--- config.mk ---
export PLATFORM = sky130hd
export DESIGN_NAME = nor_flash_command_decoder_core_flat
export DESIGN_NICKNAME = d
export VERILOG_FILES = /design/src/rtl/core/nfcd_pkg.sv /design/src/rtl/core/nfcd_in_if.sv /design/src/rtl/core/nfcd_out_if.sv /design/src/rtl/core/nor_flash_command_decoder_core.sv /design/src/flat_wrapper.sv
export SDC_FILE = /design/constraint.sdc
export NUM_CORES = 1
export LEC_CHECK = 0
export BUFFER_PORTS_ARGS = -buffer_cell sky130_fd_sc_hd__buf_4
export CORE_MARGIN = 5
export CORE_UTILIZATION = 55
export CTS_CLUSTER_SIZE = 12
export DETAILED_ROUTE_END_ITERATION = 6
export GPL_TIMING_DRIVEN = 0
export PLACE_DENSITY = 0.84
export SYNTH_ARGS = -nofsm -noshare
export SYNTH_HDL_FRONTEND = slang
export SYNTH_SLANG_ARGS = --single-unit
--- constraint.sdc ---
create_clock -name clk_i -period 5.4 [get_ports clk_i]
set_input_delay 0.81 -clock clk_i [delete_from_list [all_inputs] [get_ports clk_i]]
set_output_delay 0.81 -clock clk_i [all_outputs]
set_load 0.005 [all_outputs]
--- src/rtl/core/nfcd_pkg.sv ---
// ----------------------------------------------------------------------------
// NOR flash command decoder package
// Widths, operation codes, command bytes and register indexes.
// ----------------------------------------------------------------------------
package nfcd_pkg;

  localparam int unsigned AddrW   = 22;
  localparam int unsigned DataW   = 16;
  localparam int unsigned OpW     = 3;
  localparam int unsigned PaddrW  = 4;
  localparam int unsigned PdataW  = 32;

  typedef enum logic [OpW-1:0] {
    OpNone    = 3'd0,
    OpRead    = 3'd1,
    OpIdRead  = 3'd2,
    OpProgram = 3'd3,
    OpSector  = 3'd4,
    OpBlock   = 3'd5,
    OpChip    = 3'd6
  } op_e;

  // Unlock addresses, compared on the low 16 word-address bits.
  localparam logic [15:0] UnlockAddrA = 16'h5555;
  localparam logic [15:0] UnlockAddrB = 16'h2AAA;

  localparam logic [7:0] CmdUnlockA  = 8'hAA;
  localparam logic [7:0] CmdUnlockB  = 8'h55;
  localparam logic [7:0] CmdIdEntry  = 8'h90;
  localparam logic [7:0] CmdExit     = 8'hF0;
  localparam logic [7:0] CmdProgram  = 8'hA0;
  localparam logic [7:0] CmdErase    = 8'h80;
  localparam logic [7:0] CmdChip     = 8'h10;
  localparam logic [7:0] CmdEraseLo  = 8'h30;
  localparam logic [7:0] CmdEraseHi  = 8'h50;

  localparam logic [DataW-1:0] MakerIdReset = 16'h00BF;
  localparam logic [DataW-1:0] PartIdReset  = 16'h2782;

  // Register indexes, taken from paddr[3:2].
  localparam logic [1:0] RegMakerId   = 2'd0;
  localparam logic [1:0] RegPartId    = 2'd1;
  localparam logic [1:0] RegEraseSwap = 2'd2;

endpackage

--- src/rtl/core/nfcd_in_if.sv ---
// ----------------------------------------------------------------------------
// Bus access channel
// Valid/ready channel carrying one decoded bus access per word.
// ----------------------------------------------------------------------------
interface nfcd_in_if;
  logic                        valid;
  logic                        ready;
  logic                        kind;
  logic [nfcd_pkg::AddrW-1:0]  word_address;
  logic [nfcd_pkg::DataW-1:0]  write_data;

  modport source (output valid, kind, word_address, write_data, input ready);
  modport sink   (input valid, kind, word_address, write_data, output ready);
endinterface

--- src/rtl/core/nfcd_out_if.sv ---
// ----------------------------------------------------------------------------
// Flash operation channel
// Valid/ready channel carrying one array operation per word.
// ----------------------------------------------------------------------------
interface nfcd_out_if;
  logic                        valid;
  logic                        ready;
  logic [nfcd_pkg::OpW-1:0]    operation;
  logic [nfcd_pkg::AddrW-1:0]  target_address;
  logic [nfcd_pkg::DataW-1:0]  result_data;

  modport source (output valid, operation, target_address, result_data, input ready);
  modport sink   (input valid, operation, target_address, result_data, output ready);
endinterface

--- src/rtl/core/nor_flash_command_decoder_core.sv ---
// ----------------------------------------------------------------------------
// NOR flash command decoder core
// Decodes bus accesses against the unlock/command protocol into array ops.
// ----------------------------------------------------------------------------
// Throughput: one word per cycle while the result side does not stall; the
// decode sits between the input register and the result register, and the
// sequence state updates as a word moves on.
// Reset: asynchronous; clears both stages, the sequence step and ID mode, and
// loads the registers with their reset values.
module nor_flash_command_decoder_core #(
  parameter int unsigned ADDR_BITS = 22
) (
  input  logic                          clk_i,
  input  logic                          rst_ni,
  nfcd_in_if.sink                       in_i,
  nfcd_out_if.source                    out_o,
  input  logic                          psel,
  input  logic                          penable,
  input  logic                          pwrite,
  input  logic [nfcd_pkg::PaddrW-1:0]   paddr,
  input  logic [nfcd_pkg::PdataW-1:0]   pwdata,
  output logic [nfcd_pkg::PdataW-1:0]   prdata,
  output logic                          pready
);

  localparam int unsigned UsedW =
      (ADDR_BITS < nfcd_pkg::AddrW) ? ADDR_BITS : nfcd_pkg::AddrW;

  typedef enum logic [2:0] {
    StIdle     = 3'd0,
    StUnlockA  = 3'd1,
    StUnlockB  = 3'd2,
    StProgram  = 3'd3,
    StErasePre = 3'd4,
    StEraseA   = 3'd5,
    StEraseB   = 3'd6
  } step_e;

  // Configuration registers.
  logic [nfcd_pkg::DataW-1:0] maker_id_q, part_id_q;
  logic                       swap_q;

  // Input stage.
  logic                       in_vld_q;
  logic                       kind_q;
  logic [UsedW-1:0]           addr_q;
  logic [nfcd_pkg::DataW-1:0] data_q;

  // Sequence state.
  step_e step_q, step_d;
  logic  id_q, id_d;

  // Result stage.
  logic                       out_vld_q;
  nfcd_pkg::op_e              op_q, op_d;
  logic [nfcd_pkg::AddrW-1:0] taddr_q, taddr_d;
  logic [nfcd_pkg::DataW-1:0] rdata_q, rdata_d;

  logic        accept, adv, wrong, cfg_wr;
  logic [15:0] a16;
  logic [7:0]  cmd, sector_code, block_code;
  logic [nfcd_pkg::AddrW-1:0] addr_ext;

  assign pready = 1'b1;
  assign cfg_wr = psel && penable && pwrite;

  always_ff @(posedge clk_i or negedge rst_ni) begin
    if (!rst_ni) begin
      maker_id_q <= nfcd_pkg::MakerIdReset;
      part_id_q  <= nfcd_pkg::PartIdReset;
      swap_q     <= 1'b0;
    end else if (cfg_wr) begin
      case (paddr[3:2])
        nfcd_pkg::RegMakerId:   maker_id_q <= pwdata[nfcd_pkg::DataW-1:0];
        nfcd_pkg::RegPartId:    part_id_q  <= pwdata[nfcd_pkg::DataW-1:0];
        nfcd_pkg::RegEraseSwap: swap_q     <= pwdata[0];
        default: ;
      endcase
    end
  end

  always_comb begin
    case (paddr[3:2])
      nfcd_pkg::RegMakerId:   prdata = nfcd_pkg::PdataW'(maker_id_q);
      nfcd_pkg::RegPartId:    prdata = nfcd_pkg::PdataW'(part_id_q);
      nfcd_pkg::RegEraseSwap: prdata = nfcd_pkg::PdataW'(swap_q);
      default:                prdata = '0;
    endcase
  end

  // The input stage moves on whenever the result stage is free or draining.
  assign adv        = in_vld_q && (!out_vld_q || out_o.ready);
  assign in_i.ready = !in_vld_q || adv;
  assign accept     = in_i.valid && in_i.ready;

  assign a16         = addr_q[15:0];
  assign cmd         = data_q[7:0];
  assign addr_ext    = nfcd_pkg::AddrW'(addr_q);
  assign sector_code = swap_q ? nfcd_pkg::CmdEraseHi : nfcd_pkg::CmdEraseLo;
  assign block_code  = swap_q ? nfcd_pkg::CmdEraseLo : nfcd_pkg::CmdEraseHi;

  always_comb begin
    op_d    = nfcd_pkg::OpNone;
    taddr_d = '0;
    rdata_d = '0;
    step_d  = step_q;
    id_d    = id_q;
    wrong   = 1'b0;
    if (!kind_q) begin
      // A read aborts any partial sequence but leaves ID mode alone.
      step_d  = StIdle;
      taddr_d = addr_ext;
      if (id_q && a16 == 16'd0) begin
        op_d    = nfcd_pkg::OpIdRead;
        rdata_d = maker_id_q;
      end else if (id_q && a16 == 16'd1) begin
        op_d    = nfcd_pkg::OpIdRead;
        rdata_d = part_id_q;
      end else begin
        op_d = nfcd_pkg::OpRead;
      end
    end else begin
      case (step_q)
        StUnlockA: begin
          if (a16 == nfcd_pkg::UnlockAddrB && cmd == nfcd_pkg::CmdUnlockB) begin
            step_d = StUnlockB;
          end else begin
            wrong = 1'b1;
          end
        end
        StUnlockB: begin
          step_d = StIdle;
          if (a16 != nfcd_pkg::UnlockAddrA) begin
            wrong = 1'b1;
          end else if (cmd == nfcd_pkg::CmdIdEntry) begin
            id_d = 1'b1;
          end else if (cmd == nfcd_pkg::CmdExit) begin
            id_d = 1'b0;
          end else if (cmd == nfcd_pkg::CmdProgram) begin
            step_d = StProgram;
          end else if (cmd == nfcd_pkg::CmdErase) begin
            step_d = StErasePre;
          end else begin
            wrong = 1'b1;
          end
        end
        StProgram: begin
          step_d  = StIdle;
          op_d    = nfcd_pkg::OpProgram;
          taddr_d = addr_ext;
          rdata_d = data_q;
        end
        StErasePre: begin
          if (a16 == nfcd_pkg::UnlockAddrA && cmd == nfcd_pkg::CmdUnlockA) begin
            step_d = StEraseA;
          end else begin
            wrong = 1'b1;
          end
        end
        StEraseA: begin
          if (a16 == nfcd_pkg::UnlockAddrB && cmd == nfcd_pkg::CmdUnlockB) begin
            step_d = StEraseB;
          end else begin
            wrong = 1'b1;
          end
        end
        StEraseB: begin
          step_d = StIdle;
          if (a16 == nfcd_pkg::UnlockAddrA && cmd == nfcd_pkg::CmdChip) begin
            op_d = nfcd_pkg::OpChip;
          end else if (cmd == sector_code) begin
            op_d    = nfcd_pkg::OpSector;
            taddr_d = addr_ext;
          end else if (cmd == block_code) begin
            op_d    = nfcd_pkg::OpBlock;
            taddr_d = addr_ext;
          end else begin
            wrong = 1'b1;
          end
        end
        default: begin
          // Idle, and the unused step code, wait for the first unlock write; an exit byte leaves ID mode.
          step_d = StIdle;
          if (a16 == nfcd_pkg::UnlockAddrA && cmd == nfcd_pkg::CmdUnlockA) begin
            step_d = StUnlockA;
          end else if (cmd == nfcd_pkg::CmdExit) begin
            id_d = 1'b0;
          end
        end
      endcase
      // A write that breaks the sequence drops back to read mode; an exit
      // byte on it also leaves ID mode.
      if (wrong) begin
        step_d = StIdle;
        if (cmd == nfcd_pkg::CmdExit) begin
          id_d = 1'b0;
        end
      end
    end
  end

  always_ff @(posedge clk_i or negedge rst_ni) begin
    if (!rst_ni) begin
      in_vld_q  <= 1'b0;
      out_vld_q <= 1'b0;
      step_q    <= StIdle;
      id_q      <= 1'b0;
    end else begin
      if (accept) begin
        in_vld_q <= 1'b1;
      end else if (adv) begin
        in_vld_q <= 1'b0;
      end
      if (adv) begin
        out_vld_q <= 1'b1;
        step_q    <= step_d;
        id_q      <= id_d;
      end else if (out_o.ready) begin
        out_vld_q <= 1'b0;
      end
    end
  end

  always_ff @(posedge clk_i) begin
    if (accept) begin
      kind_q <= in_i.kind;
      addr_q <= in_i.word_address[UsedW-1:0];
      data_q <= in_i.write_data;
    end
    if (adv) begin
      op_q    <= op_d;
      taddr_q <= taddr_d;
      rdata_q <= rdata_d;
    end
  end

  assign out_o.valid          = out_vld_q;
  assign out_o.operation      = op_q;
  assign out_o.target_address = taddr_q;
  assign out_o.result_data    = rdata_q;

endmodule

--- src/flat_wrapper.sv ---
// flat-port wrapper written by rule: the top's interface ports become plain ports
module nor_flash_command_decoder_core_flat 
#(
  parameter int unsigned ADDR_BITS = 22
)
  (clk_i, rst_ni, psel, penable, pwrite, paddr, pwdata, prdata, pready, in_i_valid, in_i_kind, in_i_word_address, in_i_write_data, in_i_ready, out_o_valid, out_o_operation, out_o_target_address, out_o_result_data, out_o_ready);
  nfcd_in_if in_i_i ();
  nfcd_out_if out_o_i ();
  input  logic clk_i;
  input  logic rst_ni;
  input  logic psel;
  input  logic penable;
  input  logic pwrite;
  input  logic [nfcd_pkg::PaddrW-1:0] paddr;
  input  logic [nfcd_pkg::PdataW-1:0] pwdata;
  output logic [nfcd_pkg::PdataW-1:0] prdata;
  output logic pready;
  input wire logic [$bits(in_i_i.valid)-1:0] in_i_valid;
  input wire logic [$bits(in_i_i.kind)-1:0] in_i_kind;
  input wire logic [$bits(in_i_i.word_address)-1:0] in_i_word_address;
  input wire logic [$bits(in_i_i.write_data)-1:0] in_i_write_data;
  output wire logic [$bits(in_i_i.ready)-1:0] in_i_ready;
  output wire logic [$bits(out_o_i.valid)-1:0] out_o_valid;
  output wire logic [$bits(out_o_i.operation)-1:0] out_o_operation;
  output wire logic [$bits(out_o_i.target_address)-1:0] out_o_target_address;
  output wire logic [$bits(out_o_i.result_data)-1:0] out_o_result_data;
  input wire logic [$bits(out_o_i.ready)-1:0] out_o_ready;
  assign in_i_i.valid = in_i_valid;
  assign in_i_i.kind = in_i_kind;
  assign in_i_i.word_address = in_i_word_address;
  assign in_i_i.write_data = in_i_write_data;
  assign in_i_ready = in_i_i.ready;
  assign out_o_valid = out_o_i.valid;
  assign out_o_operation = out_o_i.operation;
  assign out_o_target_address = out_o_i.target_address;
  assign out_o_result_data = out_o_i.result_data;
  assign out_o_i.ready = out_o_ready;
  nor_flash_command_decoder_core #(.ADDR_BITS(ADDR_BITS)) u_core (.clk_i(clk_i), .rst_ni(rst_ni), .in_i(in_i_i), .out_o(out_o_i), .psel(psel), .penable(penable), .pwrite(pwrite), .paddr(paddr), .pwdata(pwdata), .prdata(prdata), .pready(pready));
endmodule
==> key figures <==
Clock network
  – TritonCTS clock tree: done
  – Post-cts sizing count: 0
  – Hold-fix buffers at CTS: 0
  – Worst-Skew Late Latency: 0.50 ns
  – Postcts setup bufs: 0
  – # H-tree levels: 4
  – CTS root buf: clkbuf_8
  – Reg clk slew, reported paths: 0.05 ns
  – Total CTS buffers: 17
  – Clock Sinks: 119
  – Max clock buf depth: 2

Yosys
  – Post-synth cell types: 57
  – Synth Flop Type: edfxtp_1
  – Post-synth top area cell: edfxtp_1
  – Post-synth top area share: 44.6%
  – Post-Syn Instances: 396
  – Avg Cell Area, Syn: 13.6 µm²
  – Yosys reg bits: 119
  – Yosys Warn Count: 0
  – Sequential area share after synthesis: 63.0%
  – EDFF count, synth: 80
  – Top cells by instance count after synthesis: 80 x edfxtp_1, 33 x mux2_2, 32 x mux2i_1, 30 x nand2_1, 29 x nor2_1
  – Post-synth ARST share: 32.8%
  – Cell Area, Synth: 5390 µm²
  – Top cells by area, synth: edfxtp_1 45%, dfrtp_1 12%, mux2_2 6.9%
  – Most common cell in the netlist: edfxtp_1

Setup path
  – CP Max Fanout: 10
  – Setup crit start: paddr[3]
  – Crit-path cells: buf_4 > clkbuf_1 > clkbuf_1 > nor2_1 > buf_4
  – CP Capture Type: output port
  – Startpoint types: primary input
  – Launching point of the worst reg2reg path: u_core.data_q[5]
  – Crit path required time: 4.59 ns
  – R2R cell count: 7
  – CP peak stage delay: 0.46 ns
  – Crit-path slowest cell: clkbuf_1
  – Critical path's top delay family: buffers and inverters
  – Reg2Reg Capture Point: u_core.step_q[1]
  – R2r setup slk: 3.32 ns
  – Worst Path Arrival: 2.02 ns
  – Setup CP Type: primary input to output port
  – Buf+Inv Stages, Crit Path: 4

Floorplanning
  – Die height: 109 µm
  – Row count: 36
  – Die ar.: 11900 µm²
  – Initial Utilization: 55.9%
  – Die Width: 109 µm
  – Io pins: 158
  – Core area: 9640 µm²

Global routing
  – Vias in the first global route: 3779
  – Largest net degree at the start of global routing: 42
  – GR Overflow Total: 0
  – Initial antenna violation count: 0
  – GR Util All Layers: 21.4%
  – Global-route wire length before repair: 18.9 mm

Placed design
  – Port bufs: 122
  – Placed instance count: 666
  – RePlAce Congestion: 0.959
  – HPWL after detailed placement: 8.50 mm

Route
  – DR vias: 3694
  – Drt via density: 5.29
  – First drt pass iteration count: 5
  – Final antenna-violating net count: 0
  – Routed WL per cell: 17.6 µm
  – Total Routed Length: 12.3 mm
  – Iter 0 DRT Violations: 208
  – Post-route DRC violation count: 0

Final layout
  – Diode count: 0
  – Share of post-route cells with drive strength above 1: 43.7%
  – Nets@finish: 634
  – Non-Filler Instances: 698
  – Area grow syn2layout: 32.7%

STA
  – Least-Margin Pin Slew: 0.939 ns
  – Tcrit/Tclk final: 52.3%
  – Fmax: 354 MHz
  – Hold Vio Cnt, Final: 0
  – Final Setup Violations: 0
  – Hold WS: 0.284 ns
  – RSZ-0062 raised after global routing: no
  – Final min period: 2.83 ns
  – Final setup TNS: 0 ns
  – Max Slew Vio Count: 0
  – Clk_skew: 0.00773 ns
  – Max-slew headroom: 37.4%

Hold path
  – Hold Crit Class: primary input to async pin

Power
  – Power per cell area: 384 nW/µm²
  – Pleak: 0.00299 µW
  – Peak supply drop: 0.310 mV
  – Overall power: 2750 µW

Flow run
  – Max-cap violation count: 0

Run status
  – Status: complete, no violations
metal layers:
layer	GRT usage (%)	wire, µm	part of all wire, %	up-vias
met2	35.5	6390	52	157
met5	0	0	0	-
met3	7.22	1010	8.2	24
li1	-	-	-	1732
met1	25.3	4560	37	1781
met4	9.47	319	2.6	0
registers in the layout, summed over array words and instances (netlist names):
name	cells
u_core.maker_id_q	16
u_core.step_q	3
u_core.part_id_q	16
u_core.data_q	16
u_core.in_vld_q	1
u_core.out_o.valid	1
u_core.swap_q	1
u_core.id_q	1
u_core.out_o.target_address	22
u_core.kind_q	1
u_core.out_o.result_data	16
u_core.out_o.operation	3
u_core.addr_ext	22
per-stage QoR:
step / util (%) / area [µm²] / setup slack (ns)
floorplan: - / 5440 / 3.03
global placement: 67.7 / 6520 / 2.60
detailed placement: 67.7 / 6530 / 2.59
CTS: 74.1 / 7140 / 2.58
global route: 74.1 / 7140 / 2.43
finish: 74.1 / 7140 / 2.57
power breakdown:
part           leakage (µW)  internal, µW  switching, µW  total, µW
logic               0.00145           208            178        386
clock network      0.000300           804            375       1180
registers           0.00124          1110           70.8       1180
total               0.00299          2120            623       2750
cells in the final DEF, fill, tap and decap left out, types with 3 or more instances in the layout:
master / count
nand3b_1: 4
nand2b_1: 5
clkbuf_1: 11
mux2i_1: 32
conb_1: 17
nor4_2: 3
dfrtp_1: 26
buf_4: 139
nor2b_1: 23
mux2_2: 33
buf_6: 3
dfstp_2: 13
a21oi_1: 3
nand2_1: 30
nor2_1: 29
nand3_1: 6
nor3_1: 4
edfxtp_1: 80
clkinv_2: 3
clkbuf_16: 16
o21ai_0: 21
nand4_1: 5
bufinv_16: 5
and2_2: 4
buf_2: 5
cell families after synthesis:
family	count (synthesis)	share of synthesized area, %
AOI/OAI and AO/OA	39	4.86
buffers and inverters	35	4.18
other	2	0.139
and+or+nand+nor	134	14.6
xor gates and xnor gates	2	0.325
muxes	65	12.8
DFF	119	63.0
worst max-delay path by stage:
| stage | end | slack, ns | cells after the start |
|---|---|---|---|
| after global routing | prdata[7] | 2.43 | 5 |
| final | prdata[7] | 2.57 | 5 |
| after global placement | prdata[7] | 2.60 | 6 |
| after floorplan | prdata[10] | 3.03 | 4 |
| after detailed placement | prdata[12] | 2.59 | 6 |
| after CTS | prdata[10] | 2.58 | 6 |
cell type report:
type / instances / area [µm²]
Sequential cell: 119 / 3390
Fill cell: 631 / 2490
Multi-Input combinational cell: 257 / 1820
Timing Repair Buffer: 122 / 916
Clock buffer: 22 / 443
Buffer: 34 / 221
Clock inverter: 10 / 176
Tap cell: 133 / 166
Inverter: 1 / 3.75
(Power assumes the default switching activity.)
